**src/hdl/chunk_boundary_falloff_weight_unit_assert.svh**
```systemverilog
// Assertion macros shared by the chunk boundary falloff weight unit.
`ifndef CHUNK_BOUNDARY_FALLOFF_WEIGHT_UNIT_ASSERT_SVH
`define CHUNK_BOUNDARY_FALLOFF_WEIGHT_UNIT_ASSERT_SVH

// Same-cycle implication, disabled while reset is held.
`define CBFW_ASSERT_NOW(label, ante, cons) \
    label: assert property (@(posedge i_clk) disable iff (!i_rst_n) (ante) |-> (cons)) \
        else $error("cbfw assertion failed");

// Next-cycle implication, disabled while reset is held.
`define CBFW_ASSERT_NEXT(label, ante, cons) \
    label: assert property (@(posedge i_clk) disable iff (!i_rst_n) (ante) |=> (cons)) \
        else $error("cbfw assertion failed");

`endif

```
**src/hdl/cbfw_pkg.sv**
```systemverilog
// Package with types and constants of the chunk boundary falloff weight unit.
`timescale 1ns / 1ps
package cbfw_pkg;
    localparam int MAX_CENTERS_DEF = 16;
    localparam int COORD_BITS_DEF  = 32;
    localparam int WEIGHT_BITS     = 17;
    localparam int FRAC_STEPS      = 15;
    localparam logic [WEIGHT_BITS-1:0] WEIGHT_ONE = 17'd65536;

    localparam logic REG_NUM_CENTERS = 1'b0;
    localparam logic REG_OWN_CHUNK   = 1'b1;

    localparam logic FUNC_LOAD  = 1'b0;
    localparam logic FUNC_WEIGH = 1'b1;

    typedef enum logic [2:0] {
        S_IDLE,
        S_SCAN,
        S_DRAIN,
        S_DECIDE,
        S_DIVIDE,
        S_OUT
    } t_state;
endpackage

```
**src/hdl/cbfw_div.sv**
```systemverilog
// Bit-serial restoring divider for the falloff band: floor(num * 32768 / den).
`timescale 1ns / 1ps
module cbfw_div #(
    parameter int RW = 34,
    localparam int NW = RW + 5
) (
    input  logic                               i_clk,
    input  logic                               i_rst_n,
    input  logic                               i_start,
    input  logic [NW-1:0]                      i_num,
    input  logic [RW-1:0]                      i_den,
    output logic                               o_done,
    output logic [cbfw_pkg::WEIGHT_BITS-1:0]   o_quot
);
    import cbfw_pkg::*;

    logic [WEIGHT_BITS-1:0] r_q;
    logic [RW:0]            r_r;
    logic [RW-1:0]          r_den;
    logic [3:0]             r_cnt;
    logic                   r_busy;
    logic                   r_done;
    logic                   n_q0;
    logic [RW+1:0]          n_r2;
    logic                   n_ge;

    always_comb begin
        n_q0 = (i_num >= NW'(i_den));
        n_r2 = {r_r, 1'b0};
        n_ge = (n_r2 >= (RW+2)'(r_den));
    end

    always_ff @(posedge i_clk) begin
        if (i_start) begin
            r_q   <= WEIGHT_BITS'(n_q0);
            r_r   <= (RW+1)'(i_num - (n_q0 ? NW'(i_den) : '0));
            r_den <= i_den;
        end else if (r_busy) begin
            r_q <= {r_q[WEIGHT_BITS-2:0], n_ge};
            r_r <= (RW+1)'(n_ge ? (n_r2 - (RW+2)'(r_den)) : n_r2);
        end
    end

    always_ff @(posedge i_clk) begin
        if (!i_rst_n) begin
            r_busy <= 1'b0;
            r_cnt  <= '0;
            r_done <= 1'b0;
        end else begin
            r_done <= 1'b0;
            if (i_start) begin
                r_busy <= 1'b1;
                r_cnt  <= '0;
            end else if (r_busy) begin
                r_cnt <= r_cnt + 4'd1;
                if (r_cnt == 4'(FRAC_STEPS - 1)) begin
                    r_busy <= 1'b0;
                    r_done <= 1'b1;
                end
            end
        end
    end

    assign o_done = r_done;
    assign o_quot = r_q;
endmodule

```
**config.mk**
```make
export PLATFORM = sky130hd
export DESIGN_NAME = cbfw_div
export DESIGN_NICKNAME = d
export VERILOG_FILES = /design/src/hdl/chunk_boundary_falloff_weight_unit_assert.svh /design/src/hdl/cbfw_pkg.sv /design/src/hdl/cbfw_div.sv
export SDC_FILE = /design/constraint.sdc
export NUM_CORES = 1
export LEC_CHECK = 0
export BUFFER_PORTS_ARGS = -buffer_cell sky130_fd_sc_hd__buf_2
export CAP_MARGIN = 20
export CORE_ASPECT_RATIO = 1.5
export CORE_MARGIN = 3
export CORE_UTILIZATION = 60
export CTS_BUF_LIST = sky130_fd_sc_hd__clkbuf_16
export CTS_CLUSTER_DIAMETER = 100
export DETAILED_ROUTE_END_ITERATION = 16
export PLACE_DENSITY = 0.79
export SYNTH_ARGS = -nofsm -noshare
export SYNTH_HDL_FRONTEND = slang
export SYNTH_SLANG_ARGS = --single-unit
```
**constraint.sdc**
```tcl
create_clock -name i_clk -period 6.2 [get_ports i_clk]
set_input_delay 0.93 -clock i_clk [delete_from_list [all_inputs] [get_ports i_clk]]
set_output_delay 0.93 -clock i_clk [all_outputs]
set_load 0.05 [all_outputs]
```
==> flow_summary.yaml, run 1 <==
placement:
  hpwlAfterDp_um: 17400
  dp.cells: 1277
  portBuffers: 93
  place_ws_ns: -0.112
  place_congestion: 0.904
floorplanning:
  coreArea_mm2: 0.0137
  die_w_um: 104
  die-area_mm2: 0.0158
  row_count: 52
  fp.dieH_um: 153
  pin_count: 94
  initial_core_util: 0.626
timing:
  slew_headroom: 0.433
  fin_crit_sh: 0.939
  fin_skew_ns: 0.0134
  fin_crit_ns: 5.82
  fmax_mhz: 172
  setup_viol: 0
  maxSlewViolCount: 0
  rsz0062_at_grt: "false"
  hold_violations: 0
  worstMarginPinSlew_ns: 0.850
  layout_setup_ws_ns: 0.376
  hold_slack_ns: 0.493
global_route:
  grt_pass1_wl_um: 36500
  grt_pass1_vias: 7739
  antenna_found_initial: 0
  grt_usage: 0.280
  grt_start_max_net_pins: 60
  gr-total-overflow: 0
logic_synthesis:
  ys_seq_area_frac: 0.296
  yosysWarnings: 0
  synthTopCellsByArea: "edfxtp_1, ha_1, dfxtp_1"
  syn_nets: 1168
  avgSynthCellArea_um2: 8.72
  ys.flop_type: "edfxtp_1"
  yosysTopAreaCell: "edfxtp_1"
  synthCells: 986
  async_flop_share: 0
  ys_types: 76
  ys_seq_elements: 92
  synth-edff-count: 70
  syn_area_mm2: 0.00860
  yosys.area.top_type_share: 0.245
setup_path:
  cp.required_ns: 6.29
  max_stage_delay_ns: 0.47
  start_kind: "primary input"
  path_class: "in2reg"
  end_kind: "flop"
  path_max_fanout: 5
  arrival_ns: 5.91
  slowest_stage: "o41ai_4"
  reg2reg_depth: 11
  path_cells: "buf_2 > inv_1 > ha_1 > nand4_1 > nor4_1 > buf_4 > o21ai_0 > o21ai_0 > a21oi_1 > o41ai_4 > and2_1 > ha_1 > inv_1 > fa_1 > a211oi_2 > o211ai_1 > nand3_1 > a31oi_1 > buf_4 > a311oi_2 > a21oi_1 > a21o_1 > a311oi_1 > o22ai_1"
detailed_routing:
  postRouteAntennaNets: 0
  first_iter_violations: 482
  wl_per_cell_um: 17.0
  routed_via_density: 5.93
  vias: 7676
  route.detailed.drc: 0
  dr.pass1.iters: 5
  wl_um: 22100
clocking:
  numCtsBuffers: 9
  path_clk_slew_ns: 0.08
  cts_hold_buf: 0
  cts_buffer_depth: 2
  htree_num_levels: 3
  cts_tree: "built"
  cts.sinks: 92
  clock_latency_ns: 0.36
  clockRootBuffer: "clkbuf_16"
final_layout:
  n_antenna_cell: 0
  nets: 1283
  synthToLayoutAreaGrowth_pct: 14.0
  drive_above_1_share: 0.165
  fillCellCount: 1097
  layout.cells.non_filler: 1295
pwr:
  ir_worst_vdd_uv: 192
  power.leakage_uw: 0.00467
  powerDensity_mw_per_mm2: 331
min_path:
  hold_path_class: "reg2reg"
  min_path_cells: 2
outcome:
  status: "completed"
flow_run:
  drv_cap: 0
worst max-delay path: cells and delay by family:
family,cells,cell delay (ns)
AO/OA/AOI/OAI,12,2.55
adder cells (fa/ha/maj),3,0.82
buffers and inverters,5,0.56
AND/OR/NAND/NOR,4,1.04
cells by family after synthesis:
| kind of cell | count (synthesis) | share of synthesized area |
|---|---|---|
| AO/OA/AOI/OAI | 294 | 0.230 |
| XOR/XNOR | 54 | 0.0550 |
| adder cells (fa/ha/maj) | 106 | 0.156 |
| buffers and inverters | 122 | 0.0600 |
| flip-flops | 92 | 0.296 |
| multiplexers | 40 | 0.0472 |
| AND/OR/NAND/NOR | 278 | 0.156 |
layer usage:
layer,GRT usage,up-vias,share of wire
met5,0,-,0
met3,0.0331,57,0.035
met4,0.165,0,0.055
met2,0.517,207,0.53
li1,-,3816,-
met1,0.307,3596,0.38
metrics by stage:
step	area, µm²	TNS, ns	util	power, µW
after detailed placement	9450	-0.211	0.688	2640
final	9800	0	0.714	3240
after CTS	9750	0	0.710	3230
after global routing	9800	0	0.714	3490
after global placement	9450	0	0.688	2600
after floorplan	8600	0	-	2290
cell usage after synthesis, drive strengths merged (5+ instances only):
library cell and number:
o31a 6, xor2 16, edfxtp 70, nor2b 16, inv 92, nor4 5, mux2i 36, clkbuf 17
nand4 13, dfxtp 22, nand3 14, o21ai 66, a21o 35, nand2b 15, o21bai 10, nor2 66
xnor2 38, nor3 16, nand2 106, a21oi 81, buf 13, o211ai 7, a221oi 6, o31ai 5
a31oi 14, o21a 13, a311oi 7, and3 8, a211oi 19, ha 104
flip-flops by register name, summed over array words and instances, names as in the netlist:
register,flops
r_r,35
r_den,34
o_quot,17
r_cnt,4
o_done,1
r_busy,1
cell usage in the layout (no fill, tap or decap), types with 4 or more instances in the layout:
cell type / n
and3_1: 8
a311oi_1: 4
o22ai_1: 4
clkbuf_16: 9
o31ai_1: 5
nor2b_1: 16
nand3_1: 13
nor4_1: 4
nand2b_1: 15
a31oi_1: 13
o21a_1: 13
a21o_1: 35
edfxtp_1: 70
a21oi_1: 77
and2_1: 4
xnor2_1: 38
o21bai_1: 10
a221oi_1: 4
o21ai_0: 45
o211ai_1: 7
buf_2: 92
xor2_1: 16
nor2_1: 65
mux2i_1: 36
buf_4: 40
o31a_1: 5
o21ai_1: 18
inv_1: 91
dfxtp_1: 22
a211oi_1: 18
ha_1: 104
nor3_1: 14
inv_8: 4
nand2_1: 106
nand4_1: 13
area by class of cell:
type / count / area [µm²] / area share
Clock inverter: 7 / 77.6 / 0.00792
Sequential cell: 92 / 2540 / 0.260
Multi-Input combinational cell: 772 / 5560 / 0.568
Timing Repair Buffer: 134 / 808 / 0.0825
Tap cell: 189 / 236 / 0.0241
Inverter: 92 / 345 / 0.0353
Clock buffer: 9 / 225 / 0.0230
repair_timing:
item | 4_1_cts | 5_1_grt
buffers inserted | 0 | 1
endpoints found under the setup margin | 0 | 4
resized for setup | 0 | 2
power breakdown:
part           switching (µW)  total (µW)  internal, µW
Clock                     286         574           288
Combinational            1020        1770           759
Sequential               69.2         894           825
final timing paths:
path | start | slack (ns) | endpoint
setup / recovery | i_den[20] | 0.38 | r_r[32]
hold reg to reg | r_cnt[3] | 0.49 | o_done
hold / removal | r_cnt[3] | 0.49 | o_done
setup reg to reg | r_r[21] | 2.01 | r_r[25]
Note: power is estimated with default switching activity, not from simulation.
==> run 2, diff against run 1 <==
--- a/config.mk
+++ b/config.mk
@@ -6,11 +6,8 @@
 export NUM_CORES = 1
 export LEC_CHECK = 0
 export BUFFER_PORTS_ARGS = -buffer_cell sky130_fd_sc_hd__buf_2
-export CAP_MARGIN = 20
 export CORE_ASPECT_RATIO = 1.5
-export CORE_MARGIN = 3
 export CORE_UTILIZATION = 60
-export CTS_BUF_LIST = sky130_fd_sc_hd__clkbuf_16
 export CTS_CLUSTER_DIAMETER = 100
 export DETAILED_ROUTE_END_ITERATION = 16
 export PLACE_DENSITY = 0.79
==> run 2 against run 1 <==
Effect of this change:
- die area decreased by 6.4%
- clock power decreased by 2%
- count of clock-buffer cells in the layout unchanged
- critical path depth increased by 1
- non-clock buffer count increased by 3
==> flow_summary.yaml, run 2 (synthesis results as in run 1) <==
floorplanning:
  row_count: 53
  die_w_um: 99.7
  pin_count: 94
  die-area_mm2: 0.0148
  initial_core_util: 0.614
  fp.dieH_um: 149
  coreArea_mm2: 0.0140
outcome:
  status: "completed"
clocking:
  cts_buffer_depth: 2
  cts_hold_buf: 0
  cts_tree: "built"
  cts.sinks: 92
  numCtsBuffers: 9
  clockRootBuffer: "clkbuf_16"
  htree_num_levels: 3
  clock_latency_ns: 0.36
  path_clk_slew_ns: 0.08
timing:
  fmax_mhz: 171
  setup_viol: 0
  fin_setup_tns_ns: 0
  fin_crit_sh: 0.943
  maxSlewViolCount: 0
  rsz0062_at_grt: "false"
  fin_crit_ns: 5.84
  worstMarginPinSlew_ns: 1.13
  slew_headroom: 0.247
  hold_violations: 0
  fin_skew_ns: 0.0150
setup_path:
  arrival_ns: 5.92
  cp_common_cell: "buf_4"
  path_max_fanout: 3
  r2r_slack_ns: 2.35
  path_buf_inv: 6
  max_stage_delay_ns: 0.40
  start_kind: "primary input"
  cp.required_ns: 6.28
  slowest_stage: "fa_1"
  cpLargestDelayFamily: "compound AO/OA/AOI/OAI gates"
  end_kind: "flop"
  path_class: "in2reg"
flow_run:
  drv_cap: 0
detailed_routing:
  dr.pass1.iters: 5
  routed_via_density: 5.92
  route.detailed.drc: 0
  dr.max_layer_used: "met4"
  postRouteAntennaNets: 0
  wl_per_cell_um: 16.4
  m1WireLength_um: 8050
  vias: 7696
  wl_met3_um: 746
  wl_um: 21400
  first_iter_violations: 428
  met2_length_um: 11400
final_layout:
  largest_reg_flops: 35
  drive_above_1_share: 0.169
  final_cell_mix: "nand2_1, ha_1, buf_2"
  synthToLayoutAreaGrowth_pct: 13.9
  largest_register: "r_r"
  final_common_cell: "nand2_1"
  fillCellCount: 1176
  multi_input_area_mm2: 0.00557
  nets: 1286
  n_antenna_cell: 0
  register_area_mm2: 0.00254
  layout.cells.non_filler: 1301
placement:
  hpwlAfterDp_um: 16800
  dp.cells: 1285
  place_congestion: 0.915
  portBuffers: 93
global_route:
  grt_start_max_net_pins: 57
  gr-total-overflow: 0
  grt_pass1_wl_um: 34900
  antenna_found_initial: 0
  grt_usage: 0.299
  grt_pass1_vias: 7637
pwr:
  power.leakage_uw: 0.00467
  ir_worst_vdd_uv: 181
  powerDensity_mw_per_mm2: 329
min_path:
  hold_path_class: "reg2reg"
==> run 2: cell type report <==
type	instances	area share
Tap cell	192	0.0245
Sequential cell	92	0.260
Multi-Input combinational cell	772	0.568
Clock inverter	7	0.00639
Inverter	92	0.0353
Timing Repair Buffer	137	0.0828
Clock buffer	9	0.0230
==> run 2: where the power goes <==
group	leakage, µW	switching [µW]	total (µW)	internal [µW]
logic	0.00366	1010	1770	760
registers	0.000871	70.0	894	824
clock network	0.000143	278	561	283
==> run 2: path summary, 6_finish.rpt <==
| kind | from | endpoint | cells after the start |
|---|---|---|---|
| min | o_quot[16] | o_quot[16] | 2 |
| max | i_den[20] | r_r[32] | 25 |
| min reg2reg | o_quot[16] | o_quot[16] | 2 |
| max reg2reg | r_r[23] | r_r[25] | 11 |
==> run 2: stage by stage <==
stage	util	cell area [µm²]	power [µW]	hold WS, ns	setup slack (ns)
detailed placement	0.678	9490	2640	0.480	-0.433
floorplan	-	8600	2290	0.462	0.761
finish	0.700	9790	3220	0.492	0.356
global placement	0.678	9490	2610	0.468	-0.278
CTS	0.700	9790	3210	0.498	0.0394
global route	0.700	9790	3450	0.524	0.0258
==> run 2: per-layer routing <==
layer | GRT usage | up-vias
met3 | 0.0367 | 59
met4 | 0.170 | 0
met2 | 0.570 | 193
met1 | 0.310 | 3617
met5 | 0 | -
li1 | - | 3827
==> run 2: worst reg2reg max path, cell delays in order (launching register included) <==
cell      delay [ns]
edfxtp_1        0.40
ha_1            0.44
nand3_2         0.12
or3_4           0.41
nor4_4          0.38
o21ai_2         0.14
a21oi_4         0.27
a31oi_4         0.18
nor2_4          0.13
buf_4           0.48
mux2_2          0.41
mux2_2          0.25
==> run 2: what timing repair did <==
action	CTS	global route
setup endpoints to repair	4	5
gates resized for setup	2	2
endpoints found under the hold margin	0	0
buffers inserted	0	0
pin swaps	0	2
==> run 3, diff against run 2 <==
--- a/config.mk
+++ b/config.mk
@@ -11,6 +11,7 @@
 export CTS_CLUSTER_DIAMETER = 100
 export DETAILED_ROUTE_END_ITERATION = 16
 export PLACE_DENSITY = 0.79
+export RECOVER_POWER = 100
 export SYNTH_ARGS = -nofsm -noshare
 export SYNTH_HDL_FRONTEND = slang
 export SYNTH_SLANG_ARGS = --single-unit
==> run 3 against run 2 <==
Effect of this change:
- the run now ends with max-capacitance violations, max-slew violations left
- utilization is 0.52 points lower
- register-to-register slack about the same
- critical path depth increased by 1
- largest cell class unchanged
- clock skew about the same
- setup slack got worse by 0.026 ns
- worst hold slack gained 0.0047 ns
- critical endpoint unchanged
==> flow_summary.yaml, run 3 (synthesis results as in run 1) <==
outcome:
  status: "finished with violations"
  violations: "max-capacitance violations, max-slew violations"
setup_path:
  path_max_fanout: 3
  arrival_ns: 5.95
  rr_startpoint: "r_r[23]"
  path_class: "in2reg"
  rr_endpoint: "r_r[25]"
  r2r_slack_ns: 2.36
  reg2reg_depth: 11
  cp.required_ns: 6.28
  start_kind: "primary input"
  end_kind: "flop"
detailed_routing:
  routed_via_density: 5.91
  postRouteAntennaNets: 0
  wl_um: 21400
  vias: 7695
  wl_per_cell_um: 16.5
  dr.pass1.iters: 5
  route.detailed.drc: 0
  first_iter_violations: 420
flow_run:
  drv_cap: 1
min_path:
  min_path_cells: 2
  worstHoldEndpoint: "o_quot[16]"
  hold_start: "o_quot[16]"
  hold_path_class: "reg2reg"
final_layout:
  drive_above_1_share: 0.122
  final_common_cell: "nand2_1"
  final_cell_mix: "nand2_1, ha_1, inv_1"
  nets: 1286
  n_antenna_cell: 0
  synthToLayoutAreaGrowth_pct: 13.1
  largest_reg_flops: 35
  largest_register: "r_r"
  fin_area_mm2: 0.00972
clocking:
  cts_tree: "built"
  numCtsBuffers: 9
  clockRootBuffer: "clkbuf_16"
  cts.sinks: 92
  cts_setup_buffers: 0
  path_clk_slew_ns: 0.08
  clock_latency_ns: 0.36
  htree_num_levels: 3
  cts_hold_buf: 0
  cts_buffer_depth: 2
floorplanning:
  initial_core_util: 0.614
  die_w_um: 99.7
  pin_count: 94
  coreArea_mm2: 0.0140
  die-area_mm2: 0.0148
  fp.dieH_um: 149
  row_count: 53
timing:
  setup_viol: 0
  fin_crit_ns: 5.87
  maxSlewViolCount: 37
  hold_slack_ns: 0.496
  fmax_mhz: 170
  fin_setup_tns_ns: 0
  worstMarginPinSlew_ns: 2.35
  hold_violations: 0
  fin_skew_ns: 0.0148
  fin_crit_sh: 0.947
  slew_headroom: -0.563
global_route:
  gr-total-overflow: 0
  grt_pass1_vias: 7637
  grt_pass1_wl_um: 34900
  antenna_found_initial: 0
  grt_usage: 0.299
  grt_start_max_net_pins: 57
pwr:
  power.switching_uw: 1360
  p_comb_frac: 0.548
  p_int_uw: 1860
  power.leakage_uw: 0.00450
  clkPwrFrac: 0.174
  ir_worst_vdd_uv: 180
  switching_share: 0.421
  power.share.sequential: 0.278
  powerDensity_mw_per_mm2: 331
placement:
  dpl_cell_area_mm2: 0.00949
  place_congestion: 0.915
  portBuffers: 93
  hpwlAfterDp_um: 16800
[run 3: cell count changes in the layout (fill, tap and decap cells not counted)]
cell	previous run	this run
o21ai_0	44	45
a21boi_0	1	2
o21ai_1	19	18
buf_4	44	41
clkbuf_1	0	52
buf_2	92	43
a21boi_1	1	0
[run 3: worst max-delay path: stages]
cell and delay [ns]:
clkbuf_1 0.12, inv_1 0.06, ha_1 0.30, nand4_1 0.21, nor4_2 0.34, buf_4 0.16, nand3_1 0.23, nand2_1 0.15
a2111oi_0 0.10, clkbuf_1 0.18, o41ai_4 0.10, buf_4 0.20, and2_1 0.12, ha_1 0.15, inv_1 0.06, fa_1 0.40
a211oi_2 0.32, o211ai_1 0.18, nand3_1 0.17, a31oi_1 0.10, buf_4 0.17, a311oi_2 0.35, a21oi_1 0.20, a21o_1 0.23
a311oi_1 0.27, o22ai_1 0.12
[run 3: area by class of cell]
class,instances,area [µm²]
Timing Repair Buffer,137,738
Sequential cell,92,2540
Fill cell,1212,4270
Clock inverter,7,62.6
Tap cell,192,240
Clock buffer,9,225
Multi-Input combinational cell,772,5570
Inverter,92,345
[run 3: per-stage QoR]
step / util / worst slack [ns] / instances / total power (µW)
5_1_grt: 0.695 / -0.00201 / 1301 / 3450
2_1_floorplan: - / 0.761 / 986 / 2290
3_5_place_dp: 0.678 / -0.433 / 1285 / 2640
3_3_place_gp: 0.678 / -0.278 / 1285 / 2610
4_1_cts: 0.700 / 0.0394 / 1301 / 3210
6_report: 0.695 / 0.330 / 1301 / 3220
[run 3: power groups by stage]
stage / Clock (µW) / Combinational (µW) / Sequential [µW]
final: 562 / 1760 / 895
after global routing: 583 / 1960 / 908
after CTS: 564 / 1750 / 893
after detailed placement: 0 / 1730 / 906
after global placement: 0 / 1700 / 901
after floorplan: 0 / 1400 / 887
[run 3: worst max-delay path by stage]
| stage | from | endpoint | cells after the start |
|---|---|---|---|
| final | i_den[17] | r_r[32] | 26 |
| after global routing | i_den[21] | r_r[32] | 25 |
| after global placement | i_den[21] | r_r[32] | 25 |
| after floorplan | i_den[21] | r_r[32] | 20 |
| after detailed placement | i_den[20] | r_r[32] | 25 |
| after CTS | i_den[22] | r_r[32] | 25 |
[run 3: what timing repair did]
action | 4_1_cts | 5_1_grt
pin swaps | 0 | 2
endpoints found under the setup margin | 4 | 5
endpoints found under the hold margin | 0 | 0
resized for setup | 2 | 2
[run 3: per-layer routing]
metal  vias to the layer above  wire, µm  global-route usage
li1                       3826         -                   -
met1                      3613      8100               0.310
met2                       202     11500               0.570
met3                        54       762              0.0367
met4                         0      1080               0.170
met5                         -         0                   0
